--- config.mk ---
export PLATFORM = sky130hd
export DESIGN_NAME = strided_slice_view_calc_core
export DESIGN_NICKNAME = d
export VERILOG_FILES = /design/src/design/ssv_pkg.sv /design/src/design/ssv_serial_div.sv /design/src/design/ssv_serial_mul.sv /design/src/design/strided_slice_view_calc_core.sv
export SDC_FILE = /design/constraint.sdc
export NUM_CORES = 2
export LEC_CHECK = 0
export ABC_AREA = 0
export BUFFER_PORTS_ARGS = -buffer_cell sky130_fd_sc_hd__buf_4
export CORE_ASPECT_RATIO = 1.4
export CORE_UTILIZATION = 30
export CTS_CLUSTER_SIZE = 24
export DETAILED_ROUTE_END_ITERATION = 12
export PLACE_DENSITY = 0.43
export SYNTH_ARGS = -nofsm -noshare
export SYNTH_HDL_FRONTEND = slang
export SYNTH_HIERARCHICAL = 1
export SYNTH_SLANG_ARGS = --single-unit
--- constraint.sdc ---
create_clock -name clock -period 17.2 [get_ports clock]
set_input_delay 3.44 -clock clock [delete_from_list [all_inputs] [get_ports clock]]
set_output_delay 3.44 -clock clock [all_outputs]
set_load 0.01 [all_outputs]
--- src/design/ssv_pkg.sv ---
// shared types and constants for the strided slice view calculator
// no dependencies; used by every module of the block

package ssv_pkg;

   // field widths
   localparam int SIZE_W   = 31;
   localparam int INDEX_W  = 32;
   localparam int BASE_W   = 48;
   localparam int STRIDE_W = 62;
   localparam int OFFSET_W = 63;

   // serial units: numerator and multiplier operand are both one bit wider than a size
   localparam int NUM_W      = SIZE_W + 1;
   localparam int MUL_B_W    = SIZE_W + 1;
   localparam int STEP_COUNT = NUM_W;

   typedef struct packed {
      logic [SIZE_W-1:0]  dim_size;
      logic [SIZE_W-1:0]  old_stride;
      logic [INDEX_W-1:0] begin_index;
      logic [INDEX_W-1:0] end_index;
      logic [SIZE_W-1:0]  step_size;
      logic               sliced;
      logic [BASE_W-1:0]  base_offset;
      logic               last;
   } req_payload_type;

   typedef struct packed {
      logic [SIZE_W-1:0]   new_size;
      logic [STRIDE_W-1:0] new_stride;
      logic [OFFSET_W-1:0] running_offset;
      logic                last_out;
   } rsp_payload_type;

   typedef enum logic [3:0] {
      ST_IDLE,
      ST_WRAP,
      ST_CLAMP_B,
      ST_CLAMP_E,
      ST_LEN,
      ST_START,
      ST_RUN,
      ST_ACC,
      ST_DONE
   } state_type;

   // controls from the sequencer to the serial units
   typedef struct packed {
      logic start;
      logic shift_en;
   } unit_ctrl_type;

endpackage

--- src/design/ssv_serial_div.sv ---
// radix-2 restoring divider, one quotient bit per cycle while shift_en is set
// computes ceil(len / den) as (len + den - 1) / den; depends on ssv_pkg

module ssv_serial_div #(
   parameter int NUM_W = ssv_pkg::NUM_W,
   parameter int DEN_W = ssv_pkg::SIZE_W
) (
   input  logic                  clock,
   input  ssv_pkg::unit_ctrl_type ctrl,
   input  logic [DEN_W-1:0]      len,
   input  logic [DEN_W-1:0]      den,
   output logic [NUM_W-1:0]      quo
);
   import ssv_pkg::*;

   logic [NUM_W-1:0] num_ff, num_in;
   logic [DEN_W-1:0] rem_ff, rem_in;
   logic [DEN_W-1:0] den_ff, den_in;
   logic [DEN_W:0]   trial;
   logic [DEN_W:0]   diff;
   logic             ge;

   // one restoring step: shift in the next numerator bit, subtract if it fits
   always_comb begin
      trial  = {rem_ff, num_ff[NUM_W-1]};
      diff   = trial - {1'b0, den_ff};
      ge     = trial >= {1'b0, den_ff};
      num_in = num_ff;
      rem_in = rem_ff;
      den_in = den_ff;
      if (ctrl.start) begin
         num_in = NUM_W'({1'b0, len}) + NUM_W'({1'b0, den}) - NUM_W'(1);
         rem_in = '0;
         den_in = den;
      end else if (ctrl.shift_en) begin
         num_in = {num_ff[NUM_W-2:0], ge};
         rem_in = ge ? diff[DEN_W-1:0] : trial[DEN_W-1:0];
      end
   end

   always_ff @(posedge clock) begin
      num_ff <= num_in;
      rem_ff <= rem_in;
      den_ff <= den_in;
   end

   // quotient has replaced the numerator once all steps are done
   assign quo = num_ff;

endmodule

--- src/design/ssv_serial_mul.sv ---
// shift-add multiplier, one multiplier bit per cycle while shift_en is set
// narrow adder on the upper half of the product; depends on ssv_pkg

module ssv_serial_mul #(
   parameter int A_W = ssv_pkg::SIZE_W,
   parameter int B_W = ssv_pkg::MUL_B_W
) (
   input  logic                   clock,
   input  ssv_pkg::unit_ctrl_type ctrl,
   input  logic [A_W-1:0]         a,
   input  logic [B_W-1:0]         b,
   output logic [A_W+B_W-1:0]     prod
);
   import ssv_pkg::*;

   logic [A_W-1:0] a_ff, a_in;
   logic [A_W-1:0] hi_ff, hi_in;
   logic [B_W-1:0] lo_ff, lo_in;
   logic [A_W:0]   sum;

   // add the multiplicand when the low bit is set, then shift right
   always_comb begin
      sum   = {1'b0, hi_ff} + (lo_ff[0] ? {1'b0, a_ff} : '0);
      a_in  = a_ff;
      hi_in = hi_ff;
      lo_in = lo_ff;
      if (ctrl.start) begin
         a_in  = a;
         hi_in = '0;
         lo_in = b;
      end else if (ctrl.shift_en) begin
         hi_in = sum[A_W:1];
         lo_in = {sum[0], lo_ff[B_W-1:1]};
      end
   end

   always_ff @(posedge clock) begin
      a_ff  <= a_in;
      hi_ff <= hi_in;
      lo_ff <= lo_in;
   end

   assign prod = {hi_ff, lo_ff};

endmodule

--- src/design/strided_slice_view_calc_core.sv ---
// after the input transfer come the index wrap, clamp and length states, a
// load, the 32 serial steps of the divider and multipliers, the offset add
// and the output load, which waits while an earlier result is stalled; one
// item at a time. a new item is taken while a result waits.
// reset: synchronous; clears the sequencer, output valid and the running
// offset, and the next item starts a new run
// top level; depends on ssv_pkg, ssv_serial_div, ssv_serial_mul

module strided_slice_view_calc_core (
   input  logic                     clock,
   input  logic                     reset,
   input  logic                     req_valid,
   output logic                     req_ready,
   input  ssv_pkg::req_payload_type req_payload,
   output logic                     rsp_valid,
   input  logic                     rsp_ready,
   output ssv_pkg::rsp_payload_type rsp_payload
);
   import ssv_pkg::*;

   localparam int SizeW     = SIZE_W;
   localparam int StepCount = STEP_COUNT;
   localparam int CntW      = $clog2(StepCount);
   localparam int IdxW      = SizeW + 2;

   state_type state_ff, state_in;

   logic [SizeW-1:0]       size_ff, size_in;
   logic [SizeW-1:0]       stride_ff, stride_in;
   logic [SizeW-1:0]       step_ff, step_in;
   logic signed [IdxW-1:0] b_ff, b_in;
   logic signed [IdxW-1:0] e_ff, e_in;
   logic [SizeW-1:0]       len_ff, len_in;
   logic [BASE_W-1:0]      base_ff, base_in;
   logic                   last_ff, last_in;
   logic [OFFSET_W-1:0]    acc_ff, acc_in;
   logic                   at_start_ff, at_start_in;
   logic [CntW-1:0]        cnt_ff, cnt_in;
   logic                   rsp_valid_ff, rsp_valid_in;
   rsp_payload_type        rsp_data_ff, rsp_data_in;

   unit_ctrl_type          ctrl;
   logic                   in_xfer;
   logic                   out_free;
   logic                   rsp_load;
   logic                   run_done;
   logic [NUM_W-1:0]       quo;
   logic [SizeW+MUL_B_W-1:0] stride_prod;
   logic [SizeW+MUL_B_W-1:0] ofs_prod;
   logic signed [IdxW-1:0] size_s;
   logic [OFFSET_W-1:0]    acc_base;
   logic [OFFSET_W:0]      acc_sum;

   assign in_xfer  = req_valid && req_ready;
   assign out_free = !rsp_valid_ff || rsp_ready;
   assign run_done = cnt_ff == CntW'(StepCount - 1);
   assign size_s   = $signed({2'b00, size_ff});

   // next state
   always_comb begin
      state_in = state_ff;
      unique case (state_ff)
         ST_IDLE:    if (req_valid) state_in = ST_WRAP;
         ST_WRAP:    state_in = ST_CLAMP_B;
         ST_CLAMP_B: state_in = ST_CLAMP_E;
         ST_CLAMP_E: state_in = ST_LEN;
         ST_LEN:     state_in = ST_START;
         ST_START:   state_in = ST_RUN;
         ST_RUN:     if (run_done) state_in = ST_ACC;
         ST_ACC:     state_in = ST_DONE;
         ST_DONE:    if (out_free) state_in = ST_IDLE;
         default:    state_in = ST_IDLE;
      endcase
   end

   // sequencer outputs
   always_comb begin
      req_ready     = 1'b0;
      ctrl.start    = 1'b0;
      ctrl.shift_en = 1'b0;
      rsp_load      = 1'b0;
      unique case (state_ff)
         ST_IDLE:  req_ready = 1'b1;
         ST_START: ctrl.start = 1'b1;
         ST_RUN:   ctrl.shift_en = 1'b1;
         ST_DONE:  rsp_load = out_free;
         default:  ;
      endcase
   end

   // index datapath: capture, wrap negatives, clamp, take the length
   always_comb begin
      size_in   = size_ff;
      stride_in = stride_ff;
      step_in   = step_ff;
      b_in      = b_ff;
      e_in      = e_ff;
      len_in    = len_ff;
      base_in   = base_ff;
      last_in   = last_ff;
      case (state_ff)
         ST_IDLE: begin
            size_in   = req_payload.dim_size;
            stride_in = req_payload.old_stride;
            base_in   = req_payload.base_offset;
            last_in   = req_payload.last;
            if (req_payload.sliced) begin
               b_in    = IdxW'($signed(req_payload.begin_index));
               e_in    = IdxW'($signed(req_payload.end_index));
               step_in = (req_payload.step_size == '0) ? SizeW'(1) : req_payload.step_size;
            end else begin
               b_in    = '0;
               e_in    = $signed({2'b00, req_payload.dim_size});
               step_in = SizeW'(1);
            end
         end
         ST_WRAP: begin
            if (b_ff < 0) b_in = b_ff + size_s;
            if (e_ff < 0) e_in = e_ff + size_s;
         end
         ST_CLAMP_B: begin
            if (b_ff < 0) b_in = '0;
            else if (b_ff >= size_s) b_in = size_s;
         end
         ST_CLAMP_E: begin
            if (e_ff < b_ff) e_in = b_ff;
            else if (e_ff >= size_s) e_in = size_s;
         end
         ST_LEN: begin
            // empty range contributes nothing to the offset
            if (b_ff == e_ff) begin
               b_in   = '0;
               len_in = '0;
            end else begin
               len_in = SizeW'(e_ff - b_ff);
            end
         end
         default: ;
      endcase
   end

   // step counter for the serial units
   always_comb begin
      cnt_in = cnt_ff;
      if (ctrl.start) cnt_in = '0;
      else if (ctrl.shift_en) cnt_in = cnt_ff + CntW'(1);
   end

   // running offset with saturation
   always_comb begin
      acc_base    = at_start_ff ? OFFSET_W'(base_ff) : acc_ff;
      acc_sum     = {1'b0, acc_base} + (OFFSET_W + 1)'(ofs_prod[STRIDE_W-1:0]);
      acc_in      = acc_ff;
      at_start_in = at_start_ff;
      if (state_ff == ST_ACC) begin
         acc_in      = acc_sum[OFFSET_W] ? '1 : acc_sum[OFFSET_W-1:0];
         at_start_in = last_ff;
      end
   end

   // output register
   always_comb begin
      rsp_valid_in = rsp_valid_ff;
      rsp_data_in  = rsp_data_ff;
      if (rsp_valid_ff && rsp_ready) rsp_valid_in = 1'b0;
      if (rsp_load) begin
         rsp_valid_in               = 1'b1;
         rsp_data_in.new_size       = quo[SizeW-1:0];
         rsp_data_in.new_stride     = stride_prod[STRIDE_W-1:0];
         rsp_data_in.running_offset = acc_ff;
         rsp_data_in.last_out       = last_ff;
      end
   end

   // control registers
   always_ff @(posedge clock) begin
      if (reset) begin
         state_ff     <= ST_IDLE;
         acc_ff       <= '0;
         at_start_ff  <= 1'b1;
         cnt_ff       <= '0;
         rsp_valid_ff <= 1'b0;
      end else begin
         state_ff     <= state_in;
         acc_ff       <= acc_in;
         at_start_ff  <= at_start_in;
         cnt_ff       <= cnt_in;
         rsp_valid_ff <= rsp_valid_in;
      end
   end

   // payload registers
   always_ff @(posedge clock) begin
      size_ff     <= size_in;
      stride_ff   <= stride_in;
      step_ff     <= step_in;
      b_ff        <= b_in;
      e_ff        <= e_in;
      len_ff      <= len_in;
      base_ff     <= base_in;
      last_ff     <= last_in;
      rsp_data_ff <= rsp_data_in;
   end

   // ceiling of length over step
   ssv_serial_div #(
      .NUM_W (NUM_W),
      .DEN_W (SizeW)
   ) u_div (
      .clock (clock),
      .ctrl  (ctrl),
      .len   (len_ff),
      .den   (step_ff),
      .quo   (quo)
   );

   // new stride: old stride times step
   ssv_serial_mul #(
      .A_W (SizeW),
      .B_W (MUL_B_W)
   ) u_mul_stride (
      .clock (clock),
      .ctrl  (ctrl),
      .a     (stride_ff),
      .b     (MUL_B_W'(step_ff)),
      .prod  (stride_prod)
   );

   // offset contribution: begin times old stride
   ssv_serial_mul #(
      .A_W (SizeW),
      .B_W (MUL_B_W)
   ) u_mul_offset (
      .clock (clock),
      .ctrl  (ctrl),
      .a     (stride_ff),
      .b     (MUL_B_W'(b_ff[SizeW-1:0])),
      .prod  (ofs_prod)
   );

   assign rsp_valid   = rsp_valid_ff;
   assign rsp_payload = rsp_data_ff;

endmodule

[Word-level counts from Yosys, hierarchy flattened]
Index checks and enable logic that the tools add are counted.
Word-level totals
  register bits: 721
  bits of input ports: 211
  output and inout bits: 159
  logic and storage cells: 108
Cells by class
  add/subtract/negate cells: 10
  order comparisons: 6
  equal/unequal tests: 18
  mux-type cells: 32
  bitwise gates (word level): 1
  reductions and logical operators: 14
Operator list (number)
  33-bit two-way mux: 9
  31-bit two-way mux: 7
  33-bit one-hot mux with 4 select lines: 1
  63-bit two-way mux: 2
  33-bit one-hot mux with 3 select lines: 1
  31-bit by 31-bit adder with 32-bit output: 3
  33-bit by 32-bit adder with 33-bit output: 2
  33-bit by 32-bit >= comparator with 1-bit output: 2
  33-bit by 1-bit < comparator with 1-bit output, second input constant: 2
  63-bit by 62-bit adder with 64-bit output: 1
  32-bit two-way mux: 2
  31-bit subtractor: 2
  4-bit one-hot mux with 9 select lines: 1
  33-bit equality test: 1
  33-bit < comparator: 1
  32-bit by 31-bit >= comparator with 1-bit output: 1
  32-bit by 1-bit subtractor with 32-bit output, second input constant: 1
  31-bit logical NOT: 1
  4-bit by 3-bit equality test with 1-bit output, second input constant: 4
  4-bit two-way mux: 3
  2-bit inequality test, second input constant: 6
  4-bit by 2-bit equality test with 1-bit output, second input constant: 2
  1-bit two-way mux: 6
  3-bit inequality test, second input constant: 2
  15 further kinds: 18

[Logic depth before layout (Yosys ltp)]
  word-level depth: 4
  gate-level depth with buffers: 16
  depth with buffers taken out: 15

[By module]
The synthesis kept the hierarchy.
Modules (own cells, without submodules)
  strided_slice_view_calc_core: times used 1, cells each 2554, area each 27397.5 sq um, seq. area each 13372.8 sq um
  ssv_serial_mul: times used 2, cells each 484, area each 5242.5 sq um, seq. area each 2512.4 sq um
  ssv_serial_div: times used 1, cells each 884, area each 7662.3 sq um, seq. area each 2512.4 sq um

[Least setup slack after synthesis]
Ideal clock, no wire load.
  path kind: reg-to-output
  from: register state_ff[0]
  to: output req_ready
  data arrival time: 14.290 ns
  data required time: 13.760 ns
  setup slack: -0.530 ns
  cell stages (with the launch flop): 3
  path buffers: 1
  cells stage by stage: dfxtp_1 > clkbuf_1 > nor4_1
Between the ends
  word-level cells in the longest chain between the ends: 2
RTL lines
  start, declared: line strided_slice_view_calc_core.sv:26  | state_type state_ff, state_in;
  start signal, assigned: line strided_slice_view_calc_core.sv:184  | state_ff <= state_in;
  4-bit logical NOT: line strided_slice_view_calc_core.sv:82  | unique case (state_ff)
  1-bit two-way mux: line strided_slice_view_calc_core.sv:82
  end, declared: line strided_slice_view_calc_core.sv:13  | output logic req_ready,
Every way passes these cells.

[Worst setup path after layout]
  from: register state_ff[2]
  to: output req_ready
The elaborated chain is that of the path after synthesis.

==> impl_results.md <==
* Status: complete, no violations
* Final hold violations at 0
* DR WL met2 at about 72000 um
* Post-synthesis cell count at 4406
* DRT met1 WL at between 60000 and 70000 um
* Max-slew violations at 0
* CP required at 13.76 ns
* CTS tree: done
* PostCTS Resize Cnt at 0
* HPWL Detailed at 116000 um
* Critical R2R Capture: acc_ff[62]
* Power density over the cells at 150 nW/um^2
* Max cap viols at 0
* WL per Instance at approximately 22 um
* Worst flop-to-flop path startpoint: at_start_ff
* Routed Antenna Nets at 0
* Crit end category: primary output
* Row Count at 168
* Crit path DAT at 2.33 ns
* Initial Utilization at 30.3%
* CP Launch Type: register
* Fmax at 173 MHz
* Number of fill cells at 15300
* Avg Vias per Cell at about 5.1
* Grt total ovfl at 0
* Chip width at between 300 and 400 um
* CTS buffer count at 86
* Clock sink total at 752
* Final #Nets at 5316
* DR pass1 iterations at 5
* Hold Startpoint: u_mul_stride/lo_ff[4]
* Post-layout min period at around 5.8 ns
* Worst reg2reg path depth at 14
* Reg2reg setup slack at about 12 ns
* Syn. warnings at 6
* Die area at approximately 150000 sq um
* Post CTS Setup Buffer Count at 0
* Tightest Pin Transition at 1.06 ns
* Final core occ at 35.4%
* Fraction of layout cells with a size suffix above 1 at 16.2%
* Initial antenna violation count at 8
* Final period util at 33.5%
* Main synth FF type: edfxtp_1
* Routed vias at 34100
* Overall Global Routing Usage at 19.4%
* Critical path type: register to primary output
* Hold_buf cts at 0
* Io pins at 370
* Sequential share of the synthesized area at a little under half
* # DRC at 0
* Port-buffer cells at 369
* Hold Crit Class: register to register
* Reg clk slew, reported paths at 0.06 ns
* Core area at 150000 sq um
* Post-synth cell types at between 100 and 150
* Met3 routed WL at 5850 um
* Setup TNS at 0 ns
* Max clock buf depth at 3
* H-tree Lvls at 3
* Number of global-route vias before repair at 34700
* Mean Syn Cell Area at 10.3 sq um
* Clk_lat worst skew at 0.72 ns
* Worst Skew at 0.0338 ns
* Post-synth ARST share at 0%
* Largest net degree at the start of global routing at 142
* Cell Area, Synth at 45500 sq um
* Hold slack final at 0.444 ns
* Layout overhead on the synthesized area at 16.9%
* DR iter-0 viols at 1968
* Die Y-Extent at 463 um
* Seq cells post-synth at between 700 and 800
* End of the worst hold path: rsp_payload[68]
* Critical Path Source: state_ff[2]
* CTS root buffer: clkbuf_16
* Overall power at ~8000 uW
* Setup violators final at 0
* Maximum vdd drop at 117 uV
* Max FO, Critical Path at 42
* First-pass GRT wire length at 225000 um
* Max-Slew Margin vs Limit at 29.3%
* EDFF count, synth at approximately 600
* Static Leakage at 0.0210 uW
* Hold Path Depth at 0
* Routed WL at 152000 um
* Placer Congestion at between 0.9 and 1
* Top layer in use: met5
* Unrepaired setup endpoints after global routing: false
==> registers in the layout (all words and copies together), names as in the netlist, 32 cells and up <==
signal              cells
rsp_payload           157
acc_ff                 63
base_ff                48
b_ff                   33
e_ff                   33
u_div/quo              32
u_mul_offset/lo_ff     32
u_mul_stride/lo_ff     32
==> cells in the mapped netlist, types with 17 or more instances <==
| cell | number | share of area (%) |
|---|---|---|
| a22oi_1 | 27 | 0.45 |
| xnor2_1 | 137 | 2.6 |
| o21ai_0 | 232 | 2.5 |
| mux2i_1 | 58 | 1.3 |
| and2_1 | 106 | 1.5 |
| and3_1 | 28 | 0.38 |
| a31oi_1 | 40 | 0.55 |
| buf_2 | 17 | 0.19 |
| nor3_1 | 52 | 0.57 |
| nand2b_1 | 35 | 0.48 |
| edfxtp_1 | 585 | 39 |
| o221ai_1 | 19 | 0.37 |
| a211oi_1 | 98 | 1.6 |
| nor4_1 | 21 | 0.29 |
| o21a_1 | 41 | 0.68 |
| clkbuf_1 | 118 | 0.97 |
| nor2b_1 | 60 | 0.82 |
| o211ai_1 | 30 | 0.49 |
| mux2_2 | 141 | 3.5 |
| a21o_1 | 87 | 1.4 |
| nand2_1 | 261 | 2.2 |
| nand3_1 | 73 | 0.80 |
| nor2_1 | 373 | 3.1 |
| ha_1 | 375 | 10 |
| xor2_1 | 100 | 1.9 |
| inv_1 | 321 | 2.6 |
| nand4_1 | 43 | 0.59 |
| a21oi_1 | 356 | 3.9 |
| dfxtp_1 | 167 | 7.3 |
| o21bai_1 | 52 | 0.86 |
==> how the worst max path moves through the flow <==
| stage | endpoint | slack [ns] | cells after the start |
|---|---|---|---|
| after floorplan | req_ready | 5.39 | 2 |
| after global placement | rsp_payload[150] | 10.88 | 6 |
| after detailed placement | rsp_payload[150] | 10.85 | 6 |
| after CTS | req_ready | 11.32 | 3 |
| after global routing | acc_ff[62] | 11.23 | 14 |
| final | req_ready | 11.43 | 3 |
==> cells by family (layout without fill, tap and decap cells) <==
family | Yosys count | count (layout) | synth area share, %
xor+xnor | 237 | 237 | 4.56
fa+ha+maj | 383 | 383 | 10.7
other cells | 1 | 4 | 0.00823
compound gates | 1200 | 1200 | 17.4
mux | 199 | 199 | 4.76
simple gates | 1138 | 1138 | 12.1
buf+inv | 496 | 883 | 4.54
flops | 752 | 752 | 45.9
==> worst max-delay path, cell delays in order (launching register included) <==
cell and delay (ns):
dfxtp_1 0.44, nor4_4 0.35, buf_4 0.53, buf_4 0.24
==> per-layer routing <==
layer,GRT usage [%],vias up
li1,-,16800
met1,25.4,16400
met2,32.5,758
met3,2.54,181
met4,7.04,4
met5,0,-
==> metrics by stage <==
| step | instances | instance area (sq um) | worst slack, ns |
|---|---|---|---|
| final | 6751 | 53200 | 11.43 |
| after global routing | 6750 | 53200 | 11.23 |
| after CTS | 6749 | 53200 | 11.32 |
| after detailed placement | 6589 | 50300 | 10.85 |
| after global placement | 6589 | 50300 | 10.88 |
| after floorplan | 4407 | 45600 | 5.39 |
==> power by group <==
group          leakage [uW]  internal (uW)  switching, uW
registers           0.00690           2300            354
logic                0.0126           1320           2070
clock network       0.00143           1150            810
==> cell usage in the layout, fill, tap and decap left out, drive strengths merged, types with 40 or more instances in the layout <==
master,Yosys,layout
nor3,53,53
o21bai,52,52
a21oi,366,366
nor2b,60,60
a211oi,103,103
inv,321,327
a21o,88,88
xnor2,137,137
and2,107,107
edfxtp,585,585
nand2,261,261
nand4,43,43
o21ai,248,248
nor2,373,373
xor2,100,100
clkbuf,128,110
mux2,141,141
o21a,41,41
a31oi,40,40
buf,47,402
mux2i,58,58
dfxtp,167,167
nand3,73,73
ha,375,375
==> final cells by class <==
class / instances / area, sq um / share of cell area [%]
Multi-Input combinational cell: 3159 / 22700 / 42.6
Sequential cell: 752 / 20900 / 39.3
Timing Repair Buffer: 402 / 3040 / 5.71
Tap cell: 1955 / 2450 / 4.59
Clock buffer: 110 / 2380 / 4.47
Inverter: 321 / 1200 / 2.26
Clock inverter: 50 / 584 / 1.10
Antenna cell: 2 / 5.00 / 0.00940
(Power assumes the default switching activity.)
